$ cat config.mk
export PLATFORM = sky130hd
export DESIGN_NAME = serial_command_pwm_setter
export DESIGN_NICKNAME = d
export VERILOG_FILES = /design/src/hw/rtl/scps_pkg.sv /design/src/hw/rtl/scps_ctrl.sv /design/src/hw/rtl/scps_dp.sv /design/src/hw/rtl/serial_command_pwm_setter.sv
export SDC_FILE = /design/constraint.sdc
export NUM_CORES = 2
export LEC_CHECK = 0
export BUFFER_PORTS_ARGS = -buffer_cell sky130_fd_sc_hd__buf_2
export CORE_MARGIN = 2
export CORE_UTILIZATION = 45
export DETAILED_ROUTE_END_ITERATION = 16
export PLACE_DENSITY = 0.68
export SYNTH_ARGS = -nofsm -noshare
export SYNTH_HDL_FRONTEND = slang
export SYNTH_SLANG_ARGS = --single-unit
$ cat constraint.sdc
create_clock -name clk_i -period 17.4 [get_ports clk_i]
set_input_delay 0.87 -clock clk_i [delete_from_list [all_inputs] [get_ports clk_i]]
set_output_delay 0.87 -clock clk_i [all_outputs]
set_load 0.02 [all_outputs]
$ cat src/hw/rtl/scps_pkg.sv
`default_nettype none

package scps_pkg;

  localparam int unsigned LineBufferBytesDef = 64;

  localparam int unsigned ByteW   = 8;
  localparam int unsigned PeriodW = 30;
  localparam int unsigned DutyW   = 7;
  localparam int unsigned MagW    = 31;
  localparam int unsigned PhaseW  = 2;
  localparam int unsigned CntW    = $clog2(PeriodW + 1);
  localparam int unsigned OutDataW = 64;

  // The period is split as period = 100 * hundreds + rest.
  localparam int unsigned RecipW     = 31;
  localparam int unsigned RecipShift = 37;
  localparam int unsigned QuotW      = PeriodW + RecipW - RecipShift;
  localparam int unsigned ScaleW     = 2 * DutyW + 13;
  localparam int unsigned FineShift  = 19;

  localparam logic [PeriodW-1:0] NsPerS     = PeriodW'(1000000000);
  localparam logic [MagW-1:0]    MagMax     = MagW'(2147483647);
  localparam logic [MagW-1:0]    FreqReset  = MagW'(5000);
  localparam logic [DutyW-1:0]   DutyReset  = DutyW'(50);
  localparam logic [DutyW-1:0]   DutyMax    = DutyW'(100);
  localparam logic [MagW-1:0]    Hundred    = MagW'(100);
  localparam logic [RecipW-1:0]  Recip100   = RecipW'(1374389535);
  localparam logic [ScaleW-1:0]  FineMul    = ScaleW'(5243);

  localparam logic [ByteW-1:0] ChD     = 8'h44;
  localparam logic [ByteW-1:0] ChF     = 8'h46;
  localparam logic [ByteW-1:0] ChE     = 8'h45;
  localparam logic [ByteW-1:0] ChColon = 8'h3A;
  localparam logic [ByteW-1:0] ChLf    = 8'h0A;
  localparam logic [ByteW-1:0] ChCr    = 8'h0D;
  localparam logic [ByteW-1:0] ChSpace = 8'h20;
  localparam logic [ByteW-1:0] ChTab   = 8'h09;
  localparam logic [ByteW-1:0] ChVt    = 8'h0B;
  localparam logic [ByteW-1:0] ChFf    = 8'h0C;
  localparam logic [ByteW-1:0] ChPlus  = 8'h2B;
  localparam logic [ByteW-1:0] ChMinus = 8'h2D;
  localparam logic [ByteW-1:0] ChZero  = 8'h30;
  localparam logic [ByteW-1:0] ChNine  = 8'h39;
  localparam logic [ByteW-1:0] ChNul   = 8'h00;

  localparam logic [PhaseW-1:0] PhSkip   = 2'd0;
  localparam logic [PhaseW-1:0] PhSign   = 2'd1;
  localparam logic [PhaseW-1:0] PhDigits = 2'd2;
  localparam logic [PhaseW-1:0] PhDone   = 2'd3;

  typedef struct packed {
    logic take;
    logic div_load;
    logic div_step;
    logic recip;
    logic split;
    logic scale;
    logic res_zero;
    logic out_load;
  } scps_cmd_t;

  typedef struct packed {
    logic line_done;
    logic motor_on;
    logic div_done;
    logic out_free;
  } scps_sts_t;

endpackage

`default_nettype wire

$ cat src/hw/rtl/scps_ctrl.sv
`default_nettype none

module scps_ctrl
  import scps_pkg::*;
(
  input  wire logic      clk_i,
  input  wire logic      rst_ni,
  input  wire logic      in_valid_i,
  output logic           in_ready_o,
  input  scps_sts_t      sts_i,
  output scps_cmd_t      cmd_o
);

  localparam logic [2:0] StIdle  = 3'd0;
  localparam logic [2:0] StPrep  = 3'd1;
  localparam logic [2:0] StDiv   = 3'd2;
  localparam logic [2:0] StRecip = 3'd3;
  localparam logic [2:0] StSplit = 3'd4;
  localparam logic [2:0] StScale = 3'd5;
  localparam logic [2:0] StLoad  = 3'd6;

  logic [2:0] state_q, state_d;

  always_comb begin
    state_d    = state_q;
    cmd_o      = '0;
    in_ready_o = 1'b0;
    unique case (state_q)
      StIdle: begin
        in_ready_o = 1'b1;
        cmd_o.take = in_valid_i;
        if (in_valid_i && sts_i.line_done) begin
          state_d = StPrep;
        end
      end
      StPrep: begin
        if (sts_i.motor_on) begin
          cmd_o.div_load = 1'b1;
          state_d = StDiv;
        end else begin
          cmd_o.res_zero = 1'b1;
          state_d = StLoad;
        end
      end
      StDiv: begin
        if (sts_i.div_done) begin
          state_d = StRecip;
        end else begin
          cmd_o.div_step = 1'b1;
        end
      end
      StRecip: begin
        cmd_o.recip = 1'b1;
        state_d = StSplit;
      end
      StSplit: begin
        cmd_o.split = 1'b1;
        state_d = StScale;
      end
      StScale: begin
        cmd_o.scale = 1'b1;
        state_d = StLoad;
      end
      StLoad: begin
        if (sts_i.out_free) begin
          cmd_o.out_load = 1'b1;
          state_d = StIdle;
        end
      end
      default: begin
        state_d = StIdle;
      end
    endcase
  end

  always_ff @(posedge clk_i or negedge rst_ni) begin
    if (!rst_ni) begin
      state_q <= StIdle;
    end else begin
      state_q <= state_d;
    end
  end

endmodule

`default_nettype wire

$ cat src/hw/rtl/scps_dp.sv
`default_nettype none

module scps_dp
  import scps_pkg::*;
#(
  parameter int unsigned LINE_BUFFER_BYTES = LineBufferBytesDef
) (
  input  wire logic              clk_i,
  input  wire logic              rst_ni,
  input  wire logic [ByteW-1:0]  rx_byte_i,
  input  scps_cmd_t              cmd_i,
  output scps_sts_t              sts_o,
  input  wire logic              out_ready_i,
  output logic                   out_valid_o,
  output logic [PeriodW-1:0]     period_o,
  output logic [PeriodW-1:0]     high_o,
  output logic                   motor_on_o
);

  localparam int unsigned LenW = $clog2(LINE_BUFFER_BYTES);
  localparam logic [LenW-1:0] LenLast = LenW'(LINE_BUFFER_BYTES - 1);

  logic [LenW-1:0]   len_q, len_d;
  logic              ended_q, ended_d;
  logic              long_q, long_d;
  logic [ByteW-1:0]  letter_q, letter_d;
  logic [ByteW-1:0]  second_q, second_d;
  logic [PhaseW-1:0] phase_q, phase_d;
  logic              neg_q, neg_d;
  logic [MagW-1:0]   mag_q, mag_d;
  logic [MagW-1:0]   freq_q, freq_d;
  logic [DutyW-1:0]  duty_q, duty_d;
  logic              en_q, en_d;

  logic              is_term;
  logic              is_digit;
  logic              is_space;
  logic [MagW+3:0]   mag_next;
  logic [MagW-1:0]   val;

  assign is_term  = (rx_byte_i == ChLf) || (rx_byte_i == ChCr);
  assign is_digit = (rx_byte_i >= ChZero) && (rx_byte_i <= ChNine);
  assign is_space = (rx_byte_i == ChSpace) || (rx_byte_i == ChTab) ||
                    (rx_byte_i == ChVt) || (rx_byte_i == ChFf);
  assign mag_next = (MagW+4)'({mag_q, 3'b000}) + (MagW+4)'({mag_q, 1'b0}) +
                    (MagW+4)'(rx_byte_i - ChZero);
  assign val      = neg_q ? '0 : mag_q;

  always_comb begin
    len_d    = len_q;
    ended_d  = ended_q;
    long_d   = long_q;
    letter_d = letter_q;
    second_d = second_q;
    phase_d  = phase_q;
    neg_d    = neg_q;
    mag_d    = mag_q;
    freq_d   = freq_q;
    duty_d   = duty_q;
    en_d     = en_q;
    if (cmd_i.take) begin
      if (is_term) begin
        if (len_q != '0) begin
          if (long_q && (second_q == ChColon)) begin
            if (letter_q == ChD) begin
              duty_d = (val > MagW'(DutyMax)) ? DutyMax : val[DutyW-1:0];
            end else if (letter_q == ChF) begin
              freq_d = val;
            end else if (letter_q == ChE) begin
              en_d = (mag_q != '0);
            end
          end
          len_d    = '0;
          ended_d  = 1'b0;
          long_d   = 1'b0;
          letter_d = '0;
          second_d = '0;
          phase_d  = PhSkip;
          neg_d    = 1'b0;
          mag_d    = '0;
        end
      end else if (len_q != LenLast) begin
        len_d = len_q + LenW'(1);
        if (!ended_q) begin
          if (rx_byte_i == ChNul) begin
            ended_d = 1'b1;
          end else if (len_q == LenW'(0)) begin
            letter_d = rx_byte_i;
          end else if (len_q == LenW'(1)) begin
            second_d = rx_byte_i;
          end else begin
            long_d = 1'b1;
            if ((phase_q == PhSkip) && is_space) begin
              phase_d = phase_q;
            end else if ((phase_q == PhSkip) &&
                         ((rx_byte_i == ChPlus) || (rx_byte_i == ChMinus))) begin
              neg_d   = (rx_byte_i == ChMinus);
              phase_d = PhSign;
            end else if ((phase_q != PhDone) && is_digit) begin
              mag_d   = (mag_next > (MagW+4)'(MagMax)) ? MagMax : mag_next[MagW-1:0];
              phase_d = PhDigits;
            end else begin
              phase_d = PhDone;
            end
          end
        end
      end
    end
  end

  always_ff @(posedge clk_i or negedge rst_ni) begin
    if (!rst_ni) begin
      len_q    <= '0;
      ended_q  <= 1'b0;
      long_q   <= 1'b0;
      letter_q <= '0;
      second_q <= '0;
      phase_q  <= PhSkip;
      neg_q    <= 1'b0;
      mag_q    <= '0;
      freq_q   <= FreqReset;
      duty_q   <= DutyReset;
      en_q     <= 1'b0;
    end else begin
      len_q    <= len_d;
      ended_q  <= ended_d;
      long_q   <= long_d;
      letter_q <= letter_d;
      second_q <= second_d;
      phase_q  <= phase_d;
      neg_q    <= neg_d;
      mag_q    <= mag_d;
      freq_q   <= freq_d;
      duty_q   <= duty_d;
      en_q     <= en_d;
    end
  end

  // Restoring divider for the period. The high time is then built as
  // hundreds * duty + (rest * duty) / 100, both divisions by reciprocals.
  logic [PeriodW-1:0]        quot_q;
  logic [MagW-1:0]           rem_q;
  logic [MagW-1:0]           divisor_q;
  logic [CntW-1:0]           cnt_q;
  logic [MagW:0]             rem_shift;
  logic                      fits;
  logic [PeriodW-1:0]        period_q;
  logic [PeriodW+RecipW-1:0] recip_prod;
  logic [QuotW-1:0]          hund_q;
  logic [DutyW-1:0]          rest_q;
  logic [PeriodW-1:0]        coarse_q;
  logic [ScaleW-1:0]         scale_prod;
  logic [DutyW-1:0]          fine_q;
  logic                      motor_en;

  assign rem_shift  = {rem_q, quot_q[PeriodW-1]};
  assign fits       = rem_shift >= {1'b0, divisor_q};
  assign recip_prod = (PeriodW+RecipW)'(quot_q) * (PeriodW+RecipW)'(Recip100);
  assign scale_prod = ScaleW'(rest_q) * ScaleW'(duty_q) * FineMul;

  always_ff @(posedge clk_i) begin
    if (cmd_i.div_load) begin
      quot_q    <= NsPerS;
      rem_q     <= '0;
      divisor_q <= freq_q;
    end else if (cmd_i.div_step) begin
      quot_q <= {quot_q[PeriodW-2:0], fits};
      rem_q  <= fits ? MagW'(rem_shift - {1'b0, divisor_q}) : rem_shift[MagW-1:0];
    end
    if (cmd_i.res_zero) begin
      period_q <= '0;
      coarse_q <= '0;
      fine_q   <= '0;
    end else begin
      if (cmd_i.recip) begin
        period_q <= quot_q;
        hund_q   <= recip_prod[RecipShift +: QuotW];
      end
      if (cmd_i.split) begin
        rest_q   <= DutyW'(period_q - PeriodW'(hund_q) * PeriodW'(Hundred));
        coarse_q <= PeriodW'(hund_q) * PeriodW'(duty_q);
      end
      if (cmd_i.scale) begin
        fine_q <= scale_prod[FineShift +: DutyW];
      end
    end
  end

  always_ff @(posedge clk_i or negedge rst_ni) begin
    if (!rst_ni) begin
      cnt_q <= '0;
    end else if (cmd_i.div_load) begin
      cnt_q <= CntW'(PeriodW);
    end else if (cmd_i.div_step) begin
      cnt_q <= cnt_q - CntW'(1);
    end
  end

  logic out_valid_q;

  always_ff @(posedge clk_i or negedge rst_ni) begin
    if (!rst_ni) begin
      out_valid_q <= 1'b0;
    end else if (cmd_i.out_load) begin
      out_valid_q <= 1'b1;
    end else if (out_ready_i) begin
      out_valid_q <= 1'b0;
    end
  end

  always_ff @(posedge clk_i) begin
    if (cmd_i.out_load) begin
      period_o   <= period_q;
      high_o     <= coarse_q + PeriodW'(fine_q);
      motor_on_o <= motor_en;
    end
  end

  assign motor_en    = en_q && (duty_q != '0) && (freq_q != '0);
  assign out_valid_o = out_valid_q;
  assign sts_o       = {is_term && (len_q != '0) && long_q, motor_en, cnt_q == '0,
                        !out_valid_q || out_ready_i};

endmodule

`default_nettype wire

$ cat src/hw/rtl/serial_command_pwm_setter.sv
`default_nettype none

// Channel   Direction  Handshake                        Content
// input     slave      s_axis_tvalid_i/s_axis_tready_o  one received byte
// result    master     m_axis_tvalid_o/m_axis_tready_i  period, high time, motor flag
//
// A byte that does not end a line, or ends one without a result, is taken at once.
// A line end that turns the output on holds the input while the result is computed:
// 30 divider steps for the period, then the reciprocal, split and scale steps.
// A line end that switches the output off gives a zero result without these steps.
// Bytes keep flowing while a result waits; the next result stalls the input until it
// is taken. Reset is asynchronous and active low.

module serial_command_pwm_setter
  import scps_pkg::*;
#(
  parameter int unsigned LINE_BUFFER_BYTES = LineBufferBytesDef
) (
  input  wire logic                clk_i,
  input  wire logic                rst_ni,
  input  wire logic                s_axis_tvalid_i,
  output logic                     s_axis_tready_o,
  input  wire logic [ByteW-1:0]    s_axis_tdata_i,   // [7:0] rx_byte
  output logic                     m_axis_tvalid_o,
  input  wire logic                m_axis_tready_i,
  output logic [OutDataW-1:0]      m_axis_tdata_o    // period, high time, motor_on, zeros
);

  scps_cmd_t          cmd;
  scps_sts_t          sts;
  logic [PeriodW-1:0] period_val;
  logic [PeriodW-1:0] high_val;
  logic               motor_on;

  scps_ctrl u_ctrl (
    .clk_i      (clk_i),
    .rst_ni     (rst_ni),
    .in_valid_i (s_axis_tvalid_i),
    .in_ready_o (s_axis_tready_o),
    .sts_i      (sts),
    .cmd_o      (cmd)
  );

  scps_dp #(
    .LINE_BUFFER_BYTES (LINE_BUFFER_BYTES)
  ) u_dp (
    .clk_i       (clk_i),
    .rst_ni      (rst_ni),
    .rx_byte_i   (s_axis_tdata_i),
    .cmd_i       (cmd),
    .sts_o       (sts),
    .out_ready_i (m_axis_tready_i),
    .out_valid_o (m_axis_tvalid_o),
    .period_o    (period_val),
    .high_o      (high_val),
    .motor_on_o  (motor_on)
  );

  assign m_axis_tdata_o = {(OutDataW - 2*PeriodW - 1)'(0), motor_on, high_val, period_val};

  assert property (@(posedge clk_i) disable iff (!rst_ni)
    cmd.out_load |-> (!m_axis_tvalid_o || m_axis_tready_i))
    else $error("result loaded over an untaken transfer");

  assert property (@(posedge clk_i) disable iff (!rst_ni)
    (m_axis_tvalid_o && !motor_on) |-> (period_val == '0 && high_val == '0))
    else $error("nonzero timing with the output off");

  assert property (@(posedge clk_i) disable iff (!rst_ni)
    m_axis_tvalid_o |-> (high_val <= period_val))
    else $error("pulse longer than period");

  assert property (@(posedge clk_i) disable iff (!rst_ni)
    (cmd.div_step || cmd.recip || cmd.split || cmd.scale) |-> !s_axis_tready_o)
    else $error("input taken during a computation");

endmodule

`default_nettype wire
After elaboration in Yosys (flattened, before gate mapping)
Index checks and enable logic that the tools add are counted.
{"block": "word_totals", "ff_bits": 357, "latchBits": 0, "ram_bits": 0, "rom_bits": 0, "elab_cells": 203, "mem_count": 0}
{"block": "classes", "add_sub_neg": 8, "multipliers": 5, "div": 0, "n_lt_le_gt_ge": 5, "eq_ne": 31, "shift": 0, "mux": 80, "bitwise_logic": 3, "n_reduce_logical": 46}
{"op": "2-to-1 mux 31 bit", "count": 13}
{"op": "2-to-1 mux 8 bit", "count": 12}
{"op": "nonzero test 31 bit", "count": 2}
{"op": "multiplier 30 x 31 -> 61 bit (second input constant)", "count": 1}
{"op": "equality test 8 x 4 -> 1 bit (second input constant)", "count": 5}
{"op": "adder 34 x 32 -> 35 bit", "count": 1}
{"op": "adder 35 bit", "count": 1}
{"op": "greater-than comparator 35 x 31 -> 1 bit (second input constant)", "count": 1}
{"op": "2-to-1 mux 1 bit", "count": 35}
{"op": "equality test 8 x 6 -> 1 bit (second input constant)", "count": 4}
{"op": "greater-or-equal comparator 32 x 31 -> 1 bit", "count": 1}
{"op": "greater-than comparator 31 x 7 -> 1 bit (second input constant)", "count": 1}
{"op": "subtractor 31 bit", "count": 1}
{"op": "adder 30 x 7 -> 30 bit", "count": 1}
{"op": "multiplier 24 x 7 -> 30 bit", "count": 1}
{"op": "multiplier 14 x 13 -> 26 bit (second input constant)", "count": 1}
{"op": "equality test 8 x 7 -> 1 bit (second input constant)", "count": 3}
{"op": "multiplier 24 x 5 -> 5 bit (second input constant)", "count": 1}
{"op": "one-hot mux 3 bit (7 select lines)", "count": 1}
{"op": "AND reduction 7 bit", "count": 3}
{"op": "2-to-1 mux 2 bit", "count": 9}
{"op": "2-to-1 mux 6 bit", "count": 3}
{"op": "multiplier 7 x 7 -> 14 bit", "count": 1}
{"op": "nonzero test 2 bit", "count": 7}
{"op": "34 further kinds", "count": 69}

Logic depth before layout (Yosys ltp)
{"block": "logic_depth", "ltp_word": 13, "depth_mapped": 39}

Modules after synthesis
From an unflattened synthesis, not the netlist that was laid out.
{"block": "unflattened", "cells_unflattened": 4272, "area_unflattened_um2": 42176.7}
{"mod": "scps_dp", "instances": 1, "cells_per_inst": 4240, "area_each_um2": 41882.7, "seq_area_each_um2": 8843.5}
{"mod": "scps_ctrl", "instances": 1, "cells_per_inst": 27, "area_each_um2": 260.2, "seq_area_each_um2": 75.1}
{"mod": "serial_command_pwm_setter", "instances": 1, "cells_per_inst": 5, "area_each_um2": 33.8, "seq_area_each_um2": 0.0}

Worst setup path before layout
Ideal clock, no wire load.
{"block": "synth_timing", "path_type": "register to register", "start": "register u_dp.duty_q[5]", "end": "register u_dp.fine_q[6]", "setup_ns": 0.129, "t_arrival_ns": 8.904, "setup_slack_ns": 8.367, "path_stages_with_launch": 34, "path_buffers": 1, "synth_period_minus_slack_ns": 9.033, "cell_sequence": "dfstp_2 > clkbuf_1 > nand2_1 > fa_1 > fa_1 > inv_1 > fa_1 > inv_1 > fa_1 > inv_1 > ha_1 > a21o_1 > a21o_1 > a21o_1 > a21o_1 > xor2_1 > ha_1 > fa_1 > fa_1 > fa_1 > inv_1 > fa_1 > inv_1 > ha_1 > o21a_1 > o211ai_1 > a21oi_1 > and3_1 > a221o_1 > o21ai_1 > nand2b_1 > a21oi_1 > xnor2_1 > o21ai_1"}
{"block": "synth_between", "elab_chain_len": 5, "elab_cells_between_ends": 7, "classes_between": "2 x mul; 2 x mux; 3 x reduce/logical"}
{"element": "from (decl)", "line_no": "scps_dp.sv:32", "rtl": "logic [DutyW-1:0] duty_q, duty_d;"}
{"element": "from (signal assigned)", "line_no": "scps_dp.sv:122", "rtl": "duty_q <= DutyReset;"}
{"element": "from (signal assigned)", "line_no": "scps_dp.sv:134", "rtl": "duty_q <= duty_d;"}
{"element": "branches (longest 5 deep; another with multiplier 14 x 13 -> 26 bit)"}
{"element": "to (signal assigned)", "line_no": "scps_dp.sv:184", "rtl": "fine_q <= scale_prod[FineShift +: DutyW];"}
{"element": "to (decl)", "line_no": "scps_dp.sv:153", "rtl": "logic [DutyW-1:0] fine_q;"}
Parallel ways; which one is timed is not known.
A chain may end at the register's enable or synchronous reset.

Worst setup path in the final report
{"block": "layout_timing", "start": "register u_dp.duty_q[6]", "end": "register u_dp.fine_q[6]"}
The elaborated chain is that of the path after synthesis.

==> metrics.cfg <==
[status]
outcome = finished, final reports clean

[clock_network]
clockBufferDepth = 3
cts-hold-fix-buffers = 0
clkTransAtPathRegs_ns = 0.06
cts_tree = yes
cts_resized = 0
cts_htree_levels = 2
clock_latency_ns = 0.60
postCtsSetupBuffers = 0
cts_root_buffer = clkbuf_16
cts_buffers = 42
cts_sinks = 357

[route]
wire_per_inst_um = 17.2
viasPerCell = 5.25
drc_errors = 0
vias = 30100
ant_nets = 0
drtIter0Drc = 1777
drt-total-wl_um = 98600
firstDrtPassIters = 5

[global_routing]
grt_antenna_before_repair = 1
gr-total-overflow = 0
grt_max_degree = 65
grt_pass1_vias = 30700
grt.total_usage_pct = 20.8
grt_pass1_wl_um = 163000

[floorplanning]
initial_core_util_pct = 45.4
die_h_um = 311
ios = 78
die-width_um = 311
core_area_um2 = 93500
die-area_um2 = 96900
rows = 112

[sta]
finalCritPeriodShare_pct = 58.0
finalWorstSetupSlack_ns = 7.30
fin_skew_ns = 0.0393
setup_viol = 0
final_max_slew_viol_count = 0
max_freq_ghz = 0.0990
relSlewSlack_pct = 24.5
tns_ns = 0
worst_pin_slew_ns = 1.13
rsz0062_at_grt = false
finalHoldViolations = 0
layout_min_cycle_time_ns = 10.10

[final_layout]
area_growth_pct = 6.96
mostFrequentLayoutCells = inv_1, ha_1, fa_1
drive_gt1_share_pct = 4.96
fin_area_um2 = 45400
diodes = 0
layout_commonest_cell = inv_1
layout.nets = 5615

[setup_path]
critPathSlowestCell = dfrtp_1
path_class = reg2reg
cpPeakStageDelay_ns = 1.05
r2r_cells = 32
startpoint_type = register
cp.arrival_ns = 10.55
cp_common_cell = fa_1
worstPathRequired_ns = 17.86
endpoint_kind = register
cp_max_fo = 33

[pwr]
powerDensity_nw_per_um2 = 68.0
leakage_nw = 23.0
p_total_mw = 3.09
ir_drop_uv = 77.1

[place]
dpl_cell_area_um2 = 44100
port_buffers = 74
gp_congestion = 0.931
post-place-ws_ns = 7.32
detailed_place_hpwl_um = 81300

[synthesis]
synth-edff-count = 123
post_synth.cell_area_avg_um2 = 9.62
ys_async_sr_fraction_pct = 29.7
synthesis.instances = 4417
seq_area_frac_synth_pct = 21.0
ys_seq_elements = 357
ys_warn_count = 0
synth.cell_area_um2 = 42500
ys_types = 97
ys.flop_type = dfxtp_1

[hold_path]
hold_path_class = in2async

[flow_run]
cap_violations = 0

[cell usage after synthesis, types with 28 or more instances]
master / instances / area, um^2
nor3_1: 42 / 210
dfrtp_1: 98 / 2450
nand3_1: 59 / 295
fa_1: 553 / 11100
nor2_1: 140 / 526
a21oi_1: 252 / 1260
xor2_1: 66 / 578
mux2i_1: 28 / 280
xnor2_1: 103 / 902
a21o_1: 83 / 623
and2_1: 79 / 494
o211ai_1: 40 / 300
clkbuf_1: 83 / 312
inv_1: 840 / 3150
o21ai_0: 158 / 791
nand4_1: 38 / 238
a211oi_1: 42 / 315
dfxtp_1: 128 / 2560
edfxtp_1: 123 / 3690
nand2b_1: 56 / 350
nand2_1: 457 / 1720
ha_1: 606 / 7580
[area by class of cell]
cell class / instances / area, um^2
sequential: 357 / 8920
clock inverter: 26 / 236
timing repair buffer: 90 / 493
multi-input combinational: 3110 / 29900
clock buffer: 52 / 1110
fill: 8640 / 48000
tap: 1254 / 1570
inverter: 843 / 3160
[critical path, delay by kind of cell (launching register included)]
kind                     cells  cell delay [ns]
AND/OR/NAND/NOR              3             0.51
flip-flops                   1             1.05
buffers and inverters        5             0.24
XOR/XNOR                     2             0.89
AO/OA/AOI/OAI               11             1.98
adder cells (fa/ha/maj)     11             5.28
[final timing paths]
kind / start / to / slack (ns)
min in group clk_i: u_dp.period_q[28]$_SDFFE_PP0P_ / u_dp.period_o[28]$_DFFE_PP_ / 0.41
max reg2reg: u_dp.duty_q[6]$_DFFE_PN0P_ / u_dp.fine_q[6]$_SDFFE_PP0N_ / 7.30
min reg2reg: u_dp.period_q[28]$_SDFFE_PP0P_ / u_dp.period_o[28]$_DFFE_PP_ / 0.41
min: rst_ni / u_dp.mag_q[30]$_DFFE_PN0P_ / 0.36
max in group asynchronous: rst_ni / u_dp.neg_q$_DFFE_PN0P_ / 15.90
max: u_dp.duty_q[6]$_DFFE_PN0P_ / u_dp.fine_q[6]$_SDFFE_PP0N_ / 7.30
[registers in the layout, summed over array words and instances (netlist names), 3 cells and up]
| signal | cells |
|---|---|
| u_dp.coarse_q | 30 |
| u_dp.freq_q | 31 |
| u_dp.period_q | 30 |
| u_ctrl.state_q | 3 |
| u_dp.hund_q | 24 |
| u_dp.second_q | 8 |
| u_dp.period_o | 30 |
| u_dp.fine_q | 7 |
| u_dp.cnt_q | 5 |
| u_dp.rem_q | 31 |
| u_dp.mag_q | 31 |
| u_dp.duty_q | 7 |
| u_dp.rest_q | 7 |
| u_dp.len_q | 6 |
| u_dp.letter_q | 8 |
| u_dp.divisor_q | 31 |
| u_dp.quot_q | 30 |
| u_dp.high_o | 30 |
[cells by family after synthesis]
logic type,Yosys count,synth area share (%)
muxes,46,1.14
xor gates and xnor gates,170,3.52
DFF,357,21.0
AOI/OAI and AO/OA,741,10.8
adders and majority gates,1159,43.9
buffers and inverters,952,8.63
other,1,0.00883
and+or+nand+nor,991,11.0
[routing by layer]
layer	wire length, um	global-route usage (%)	share of wire (%)
met1	45300	28.6	46
met2	46800	34.7	47
met3	4060	2.64	4.1
met4	2410	5.31	2.4
met5	0	0	0
[power breakdown]
| group | internal [mW] | switching [mW] | leakage (nW) |
|---|---|---|---|
| registers | 0.995 | 0.138 | 3.59 |
| clock network | 0.478 | 0.378 | 0.636 |
| logic | 0.418 | 0.681 | 18.7 |
[metrics by stage]
stage                     hold WS (ns)  instances  util (%)
after global placement           0.414       5654      47.2
final                            0.355       5732      48.6
after global routing             0.416       5732      48.6
after detailed placement         0.416       5654      47.2
after floorplan                  0.408       4419         -
after CTS                        0.367       5732      48.6
No activity file was read; power rests on OpenSTA's default activity.
